===== src/abc_ram.sv =====
module abc_ram #(
    parameter int WIDTH = 8,
    parameter int DEPTH = 16
) (
    input  logic                                      aclk,
    input  logic                                      we,
    input  logic [((DEPTH > 1) ? $clog2(DEPTH) : 1)-1:0] waddr,
    input  logic [WIDTH-1:0]                          wdata,
    input  logic [((DEPTH > 1) ? $clog2(DEPTH) : 1)-1:0] raddr,
    output logic [WIDTH-1:0]                          rdata
);
    logic [WIDTH-1:0] mem [DEPTH];

    always_ff @(posedge aclk) begin
        if (we) begin
            mem[waddr] <= wdata;
        end
        rdata <= mem[raddr];
    end
endmodule


===== config.mk =====
export PLATFORM = sky130hd
export DESIGN_NAME = abc_ram
export DESIGN_NICKNAME = d
export VERILOG_FILES = /design/src/abc_ram.sv
export SDC_FILE = /design/constraint.sdc
export NUM_CORES = 1
export LEC_CHECK = 0
export BUFFER_PORTS_ARGS = -buffer_cell sky130_fd_sc_hd__buf_2
export CAP_MARGIN = 20
export CORE_ASPECT_RATIO = 0.8
export CORE_UTILIZATION = 55
export DETAILED_ROUTE_END_ITERATION = 10
export PLACE_DENSITY = 0.73
export SYNTH_ARGS = -nofsm -noshare
export SYNTH_HDL_FRONTEND = slang
export SYNTH_SLANG_ARGS = --single-unit

===== constraint.sdc =====
create_clock -name aclk -period 4.65 [get_ports aclk]
set_input_delay 0.6975 -clock aclk [delete_from_list [all_inputs] [get_ports aclk]]
set_output_delay 0.6975 -clock aclk [all_outputs]
set_load 0.1 [all_outputs]

==> metrics.md, run 1 <==
| Metric | Value |
|---|---|
| Cts bufs inserted | `17` |
| Gpl congestion | `0.740` |
| Initial DRC count | `181` |
| Commonest non-fill, non-tap cells in the layout | `edfxtp_1 (128), buf_2 (25), mux4_2 (18), clkbuf_16 (17), a22oi_1 (16)` |
| Seq cells post-synth | `136` |
| WL final | `9330 µm` |
| Initial antenna violation count | `0` |
| Unrepaired setup endpoints after global routing | `no` |
| Area grow syn2layout | `15.2%` |
| Synth Flop Type | `edfxtp_1` |
| Number of global-route vias before repair | `2363` |
| Mux cell area share after synthesis | `0.150` |
| TNS Setup | `0 ns` |
| Xor and xnor area share after synthesis | `0` |
| Post-synthesis sequential area ratio | `0.778` |
| Post-DP HPWL | `5770 µm` |
| Worst skew pair latency | `0.41 ns` |
| Vias per cell | `6.14` |
| EDFF count, synth | `128` |
| Area of the multi-input gates | `1060 µm²` |
| Setup ws final | `2.67 ns` |
| Synth Area in Compound Gates | `0.0233` |
| First-pass GRT wire length | `14100 µm` |
| Placed Cells | `363` |
| Largest net degree at the start of global routing | `33` |
| Worst Tran Pin Value | `0.974 ns` |
| Setup violations, final | `0` |
| Sink Count | `136` |
| Status | `finished, final reports clean` |
| Post-Synth Adder-Cell Area | `0` |
| End-of-flow core utilization | `0.653` |
| # port buffers | `25` |
| Tmin final | `1.98 ns` |
| GRT Overall Usage | `0.222` |
| Antenna cells | `0` |
| Worst Skew | `0.00792 ns` |
| CTS tree | `yes` |
| Maximum clock path buffer count | `2` |
| Post-Synth Simple-Gate Area | `0.0318` |
| CP Depth | `3` |
| Final Hold Viols | `0` |
| Remaining DRCs | `0` |
| Hold Path Depth | `1` |
| WHS | `0.673 ns` |
| Critical path's top delay family | `simple AND/OR/NAND/NOR gates` |
| FFs w/ async S/R, synth | `0` |
| Power Dens Cells | `470 nW/µm²` |
| Core area | `9080 µm²` |
| Register Area | `4000 µm²` |
| Postcts setup bufs | `0` |
| Die Area | `9750 µm²` |
| Finished Layout Cells | `395` |
| # hold bufs at CTS | `0` |
| Peak Freq | `0.504 GHz` |
| Filler instances | `601` |
| Hold crit path type | `in -> reg` |
| Remaining global-route overflow | `0` |
| Worst Setup End Kind | `flip-flop` |
| Max Cap Viol | `0` |
| Final period util | `0.427` |
| FP Rows | `31` |
| Synthesized area per cell | `22.5 µm²` |
| Worst EP required | `4.68 ns` |
| Crit Path Category | `in -> reg` |
| Critical path's largest stage delay | `0.68 ns` |
| Commonest non-fill, non-tap cell in the layout | `edfxtp_1` |
| Max_slew headroom | `0.349` |
| Largest family of logic cells by synthesized area | `multiplexers` |
| CP max FO | `8` |
| DRT antenna net count | `0` |
| Die H | `88.5 µm` |
| Mapped Cells | `229` |
| Post-synthesis cell type count | `19` |
| DRT Pass-1 Iters | `5` |
| CTS resizes | `0` |
| Synth warnings | `0` |
| Final Max Slew Viols | `0` |
| Synth Net Count | `247` |
| Starting Density | `0.567` |
| Clock Tree Root | `clkbuf_16` |
| Slowest-stage cell, CP | `nor2_1` |
| IO Pins | `26` |
| P_leak | `2.00 nW` |
| Fraction of layout cells with a size suffix above 1 | `0.264` |
| Critical path launch point type | `input port` |
| Critical path buffers and inverters | `1` |
| CP Cell Sequence | `buf_2 -> or3b_2 -> nor2_1` |
| Nets | `286` |
| Mapped cell area | `5150 µm²` |
| DR vias | `2426` |
| Crit path DAT | `2.01 ns` |
| Setup slack at placement | `1.95 ns` |
| Routed length per instance | `23.6 µm` |
| Cells on worst reg2reg path | `3` |
| Worst vdd ir | `0.000333 V` |
| H-tree Lvls | `4` |
| Width of the die | `110 µm` |
| Reg clk slew, reported paths | `0.05 ns` |
## state kept, by name, summed over array words and instances (netlist names)
register  cells
rdata         8
mem         128
## Yosys cell counts (2+ instances only)
library cell,number,area [µm²]
a22oi_1,16,120
buf_2,3,15.0
buf_6,3,33.8
clkdlybuf4s25_2,3,30.0
dfxtp_1,8,160
edfxtp_1,128,3840
mux4_1,14,368
mux4_2,18,405
nand2_1,9,33.8
nand2b_1,2,12.5
nand3b_1,2,15.0
nor2_1,13,48.8
nor3_1,4,20.0
## cell families (layout without fill, tap and decap cells)
group                  count (synthesis)  count (layout)
flip-flops                           136             136
AND/OR/NAND/NOR                       35              35
multiplexers                          32              32
AO/OA/AOI/OAI                         16              16
buffers and inverters                 10              61
## area by class of cell
type / instances / share of cell area
flip-flops and latches: 136 / 0.675
clock buffers: 27 / 0.0848
clock inverters: 4 / 0.00760
repair buffers: 30 / 0.0295
multi-input cells: 83 / 0.178
well taps: 115 / 0.0243
## metal layers
metal | global-route usage | routed length [µm] | part of all wire
met4 | 0.0502 | 28 | 0.0030
met3 | 0.0825 | 711 | 0.076
met1 | 0.331 | 4210 | 0.45
met2 | 0.318 | 4380 | 0.47
met5 | 0 | 0 | 0
## through the flow
step / area (µm²) / power [mW]
after floorplan: 5150 / 1.53
after detailed placement: 5360 / 1.58
after global routing: 5930 / 2.88
final: 5930 / 2.79
after global placement: 5350 / 1.58
after CTS: 5910 / 2.81
## path summary, 6_finish.rpt
path	start	end	slack, ns
max reg2reg	mem[9][5]	rdata[5]	3.25
max	waddr[2]	mem[3][7]	2.67
min reg2reg	mem[6][7]	rdata[7]	0.67
min	wdata[0]	mem[13][0]	0.67
## power by group
group | internal [mW] | leakage [nW] | switching (mW)
Clock | 0.786 | 0.271 | 0.443
Combinational | 0.0511 | 0.501 | 0.128
Sequential | 1.37 | 1.22 | 0.00836
Total | 2.21 | 2.00 | 0.580
Power figures use the tool's default switching activity.
==> inputs of run 2 (changes only) <==
Settings changed: ABC_AREA set to 1, PLACE_DENSITY 0.73 to 0.75.
Clock period 4.65 ns to 1.8 ns, I/O delays scaled along.
==> run 2 against run 1 <==
Final cell count is 88% higher. Combinational power grew to 3.2 times the previous value. Synthesized cell count is 140% higher. First-iteration DRC count is 140% higher. Critical path type is now reg -> out. Die area is 12% higher.
==> metrics.md, run 2 <==
| Metric | Value |
|---|---|
| Status | `finished, final reports clean` |
| First-pass GRT wire length | `19700 µm` |
| Seq cells post-synth | `136` |
| FP Rows | `33` |
| Worst Skew | `0.00713 ns` |
| Unrepaired setup endpoints after global routing | `no` |
| Fraction of layout cells with a size suffix above 1 | `0.127` |
| Starting Density | `0.563` |
| Tmin final | `1.48 ns` |
| Critical path's top delay family | `buffers and inverters` |
| DRT Pass-1 Iters | `5` |
| Slowest-stage cell, CP | `buf_2` |
| Mapped Cells | `551` |
| Fin area | `6720 µm²` |
| Post-Synth Simple-Gate Area | `0.210` |
| Gpl congestion | `0.827` |
| Commonest cells post-synth | `nand2_1 (173), edfxtp_1 (128), inv_1 (100)` |
| CTS tree | `yes` |
| Post-synth top area cell | `edfxtp_1` |
| Worst vdd ir | `0.00111 V` |
| Critical path's largest stage delay | `0.44 ns` |
| GRT Overall Usage | `0.261` |
| Reg clk slew, reported paths | `0.05 ns` |
| Synthesized area per cell | `10.5 µm²` |
| Clock Tree Root | `clkbuf_16` |
| FFs w/ async S/R, synth | `0` |
| Setup violations, final | `0` |
| Synth Area in Compound Gates | `0` |
| Final Max Slew Viols | `0` |
| Post-synthesis cell type count | `12` |
| Core area | `10200 µm²` |
| P_leak | `2.93 nW` |
| Max Cap Viol | `0` |
| Antenna cells | `0` |
| Largest net degree at the start of global routing | `65` |
| Width of the die | `116 µm` |
| End-of-flow core utilization | `0.656` |
| Remaining DRCs | `0` |
| Mux cell area share after synthesis | `0` |
| H-tree Lvls | `4` |
| Commonest non-fill, non-tap cell in the layout | `nand2_1` |
| Post-synthesis sequential area ratio | `0.694` |
| Worst skew pair latency | `0.42 ns` |
| Synth warnings | `0` |
| Crit Path Category | `reg -> out` |
| Commonest non-fill, non-tap cells in the layout | `nand2_1 (173), edfxtp_1 (128), inv_1 (100), nand3_1 (97), buf_2 (25)` |
| IO Pins | `26` |
| CP Cell Sequence | `buf_2` |
| Nets | `609` |
| Initial antenna violation count | `0` |
| Mapped cell area | `5770 µm²` |
| Cts bufs inserted | `17` |
| Xor and xnor area share after synthesis | `0` |
| Die Area | `10900 µm²` |
| Largest family of logic cells by synthesized area | `simple AND/OR/NAND/NOR gates` |
| Register with the most flip-flops | `mem` |
| Placed inst area | `6060 µm²` |
| TNS Setup | `0 ns` |
| Synth Net Count | `569` |
| Power Dens Cells | `1190 nW/µm²` |
| Worst Setup End Kind | `output pin` |
| Worst EP required | `1.53 ns` |
| Critical path buffers and inverters | `1` |
| WL final | `12600 µm` |
| Post-DP HPWL | `7550 µm` |
| Synth top area share | `0.667` |
| Synth top area cells | `edfxtp_1 (67%), nand2_1 (11%), nand3_1 (8.4%)` |
| DR vias | `3856` |
| Vias per cell | `5.18` |
| Maximum clock path buffer count | `2` |
| Hold crit path type | `in -> reg` |
| Routed length per instance | `17.0 µm` |
| Peak Freq | `0.677 GHz` |
| # hold bufs at CTS | `0` |
| Largest regs | `mem (128), rdata (8)` |
| Final Hold Viols | `0` |
| Max_slew headroom | `0.602` |
| Filler instances | `769` |
| Crit path DAT | `1.21 ns` |
| Postcts setup bufs | `0` |
| Sink Count | `136` |
| Initial DRC count | `440` |
| Area grow syn2layout | `16.6%` |
| Die H | `93.6 µm` |
| Worst Tran Pin Value | `0.596 ns` |
| Critical path launch point type | `flip-flop` |
| Max reg flops | `128` |
| CP max FO | `1` |
| CTS resizes | `0` |
| Number of global-route vias before repair | `3605` |
| DRT antenna net count | `0` |
| Most numerous cell in the Yosys netlist | `nand2_1` |
| Synth Flop Type | `edfxtp_1` |
| Remaining global-route overflow | `0` |
| Final period util | `0.821` |
| # port buffers | `25` |
| Post-Synth Adder-Cell Area | `0` |
| EDFF count, synth | `128` |
==> run 2: cell type report <==
| type | instances | area, µm² | area share |
|---|---|---|---|
| Tap cell | 140 | 175 | 0.0261 |
| Sequential cell | 136 | 4000 | 0.596 |
| Multi-Input combinational cell | 289 | 1210 | 0.181 |
| Clock inverter | 14 | 229 | 0.0341 |
| Inverter | 102 | 383 | 0.0570 |
| Timing Repair Buffer | 45 | 288 | 0.0428 |
| Clock buffer | 18 | 429 | 0.0638 |
==> run 2: routing by layer <==
layer	GRT usage	up-vias	routed length (µm)
met1	0.375	1821	5730
met2	0.366	161	5670
met5	0	-	0
li1	-	1855	-
met3	0.0843	19	1030
met4	0.100	0	214
==> run 2: stage by stage <==
step	instances	setup WS (ns)	power (mW)	hold WS [ns]
5_1_grt	744	0.293	8.20	0.223
4_1_cts	744	0.321	8.02	0.192
6_report	744	0.323	7.99	0.204
3_3_place_gp	712	0.409	4.18	0.650
3_5_place_dp	712	0.379	4.19	0.638
2_1_floorplan	551	0.579	4.02	0.369
==> run 2: logic make-up after synthesis <==
logic type	Yosys count
buf+inv	126
simple gates	289
flops	136
==> run 2: worst paths after layout <==
path,start,endpoint,slack [ns],depth (start not counted)
worst max-delay path,rdata[3],rdata[3],0.32,1
worst min-delay path,raddr[3],rdata[7],0.20,3
worst max register to register,mem[0][4],rdata[4],0.77,6
worst min register to register,mem[2][1],rdata[1],0.66,6
==> run 2: where the power goes <==
part	internal, mW	total, mW	switching, mW	leakage, nW
Clock	2.58	3.86	1.28	0.309
Combinational	0.124	0.568	0.443	1.40
Sequential	3.54	3.56	0.0234	1.22
Total	6.24	7.99	1.74	2.93
==> inputs of run 3 (changes only) <==
Settings changed: PLACE_DENSITY 0.75 to 0.72.
Clock period 1.8 ns to 1.5 ns, I/O delays scaled along.
==> run 3 against run 2 <==
Register-to-register slack worse by 0.32 ns. Via count up 0.75%. Largest power group unchanged. Clock skew up 0.0032 ns. Combinational power up 25%. Setup slack worse by 0.24 ns. Global-route usage down 0.50 points. Sequential cell count unchanged. Clock power up 18%. Routed wire length down 0.25%. Core utilization up 0.66 points.
==> metrics.md, run 3 (synthesis results as in run 2) <==
| Metric | Value |
|---|---|
| Max_slew headroom | `0.642` |
| Area grow syn2layout | `17.7%` |
| Routed length per instance | `16.8 µm` |
| Final period util | `0.948` |
| Initial DRC count | `303` |
| Maximum clock path buffer count | `2` |
| Remaining DRCs | `0` |
| RR Endpoint | `rdata[6]` |
| Worst setup startpoint | `rdata[7]` |
| DRT Pass-1 Iters | `5` |
| DRT antenna net count | `0` |
| Max reg flops | `128` |
| Cts bufs inserted | `17` |
| Commonest non-fill, non-tap cells in the layout | `nand2_1 (173), edfxtp_1 (128), inv_1 (100), nand3_1 (97), buf_2 (25)` |
| FF-to-FF Start | `mem[8][6]` |
| Vias per cell | `5.18` |
| DR vias | `3885` |
| Largest net degree at the start of global routing | `65` |
| Crit path DAT | `1.20 ns` |
| Unrepaired setup endpoints after global routing | `no` |
| Fin area | `6790 µm²` |
| Peak Freq | `0.703 GHz` |
| H-tree Lvls | `4` |
| Placed inst area | `6130 µm²` |
| Nets | `615` |
| Slowest-stage cell, CP | `buf_2` |
| Post-DP HPWL | `7620 µm` |
| First-pass GRT wire length | `19400 µm` |
| FP Rows | `33` |
| # port buffers | `25` |
| Tmin final | `1.42 ns` |
| Critical path buffers and inverters | `1` |
| Remaining global-route overflow | `0` |
| P_leak | `2.97 nW` |
| Worst Tran Pin Value | `0.536 ns` |
| Die H | `93.6 µm` |
| Antenna cells | `0` |
| Worst EP required | `1.27 ns` |
| Max Cap Viol | `0` |
| Sink Count | `136` |
| Die Area | `10900 µm²` |
| Largest regs | `mem (128), rdata (8)` |
| Clock Tree Root | `clkbuf_16` |
| IO Pins | `26` |
| # hold bufs at CTS | `0` |
| Number of global-route vias before repair | `3604` |
| CP Cell Sequence | `buf_2` |
| Width of the die | `116 µm` |
| Critical path's top delay family | `buffers and inverters` |
| Starting Density | `0.563` |
| Postcts setup bufs | `0` |
| Commonest non-fill, non-tap cell in the layout | `nand2_1` |
| Hold crit path type | `in -> reg` |
| Status | `finished, final reports clean` |
| Crit Path Category | `reg -> out` |
| Register with the most flip-flops | `mem` |
| Worst setup path endpoint | `rdata[7]` |
| Worst skew pair latency | `0.42 ns` |
| Worst Setup End Kind | `output pin` |
| Gpl congestion | `0.810` |
| Worst vdd ir | `0.000973 V` |
| Initial antenna violation count | `0` |
| Setup violations, final | `0` |
| Cells on worst reg2reg path | `6` |
| Final Max Slew Viols | `0` |
| CTS resizes | `0` |
| Fraction of layout cells with a size suffix above 1 | `0.138` |
| Final Hold Viols | `0` |
| GRT Overall Usage | `0.256` |
| Reg clk slew, reported paths | `0.06 ns` |
| Core area | `10200 µm²` |
| WL final | `12600 µm` |
| Critical path's largest stage delay | `0.43 ns` |
| TNS Setup | `0 ns` |
| CTS tree | `yes` |
| Worst R2R Setup Slack | `0.45 ns` |
| Worst Skew | `0.0103 ns` |
| Power Dens Cells | `1410 nW/µm²` |
| Critical path launch point type | `flip-flop` |
| CP max FO | `1` |
| CP Depth | `1` |
==> run 3: changes by cell type in the layout (fill, tap and decap cells not counted) <==
cell,delta
buf_4,+4
buf_12,+2
clkbuf_8,+2
bufinv_16,-1
clkinv_1,-1
clkinv_2,-1
clkinv_4,+1
==> run 3: routing by layer <==
layer  track usage  part of all wire  vias to the layer above  routed length, µm
met3        0.0726             0.081                       17               1020
li1              -                 -                     1866                  -
met4        0.0994             0.016                        0                205
met1         0.361              0.43                     1834               5430
met5             0                 0                        -                  0
met2         0.374              0.47                      168               5960
==> run 3: cell type report <==
class	instances	area [µm²]
Multi-Input combinational cell	289	1210
Timing Repair Buffer	51	358
Inverter	102	383
Clock buffer	20	457
Clock inverter	12	199
Fill cell	795	3450
Tap cell	140	175
Sequential cell	136	4000
==> run 3: stage by stage <==
| stage | worst slack [ns] | std cells | hold WS, ns | power (mW) | utilization |
|---|---|---|---|---|---|
| final | 0.0781 | 750 | 0.198 | 9.55 | 0.663 |
| after global routing | 0.0459 | 750 | 0.203 | 9.79 | 0.663 |
| after CTS | 0.0536 | 750 | 0.184 | 9.56 | 0.663 |
| after detailed placement | 0.105 | 718 | 0.623 | 5.05 | 0.599 |
| after global placement | 0.137 | 718 | 0.588 | 5.04 | 0.599 |
| after floorplan | 0.324 | 551 | 0.324 | 4.83 | - |
==> run 3: how the worst min path moves through the flow <==
| stage | cells after the start | startpoint | end |
|---|---|---|---|
| 3_5_place_dp | 3 | raddr[3] | rdata[3] |
| 3_3_place_gp | 3 | raddr[3] | rdata[3] |
| 2_1_floorplan | 0 | wdata[0] | mem[0][0] |
| 4_1_cts | 3 | raddr[3] | rdata[3] |
| 5_1_grt | 3 | raddr[3] | rdata[3] |
| 6_report | 3 | raddr[3] | rdata[3] |
==> run 3: report_power, final <==
group | leakage (nW) | internal (mW) | switching [mW]
clock | 0.308 | 3.03 | 1.53
sequential | 1.22 | 4.25 | 0.0248
combinational | 1.44 | 0.167 | 0.542
total | 2.97 | 7.45 | 2.10
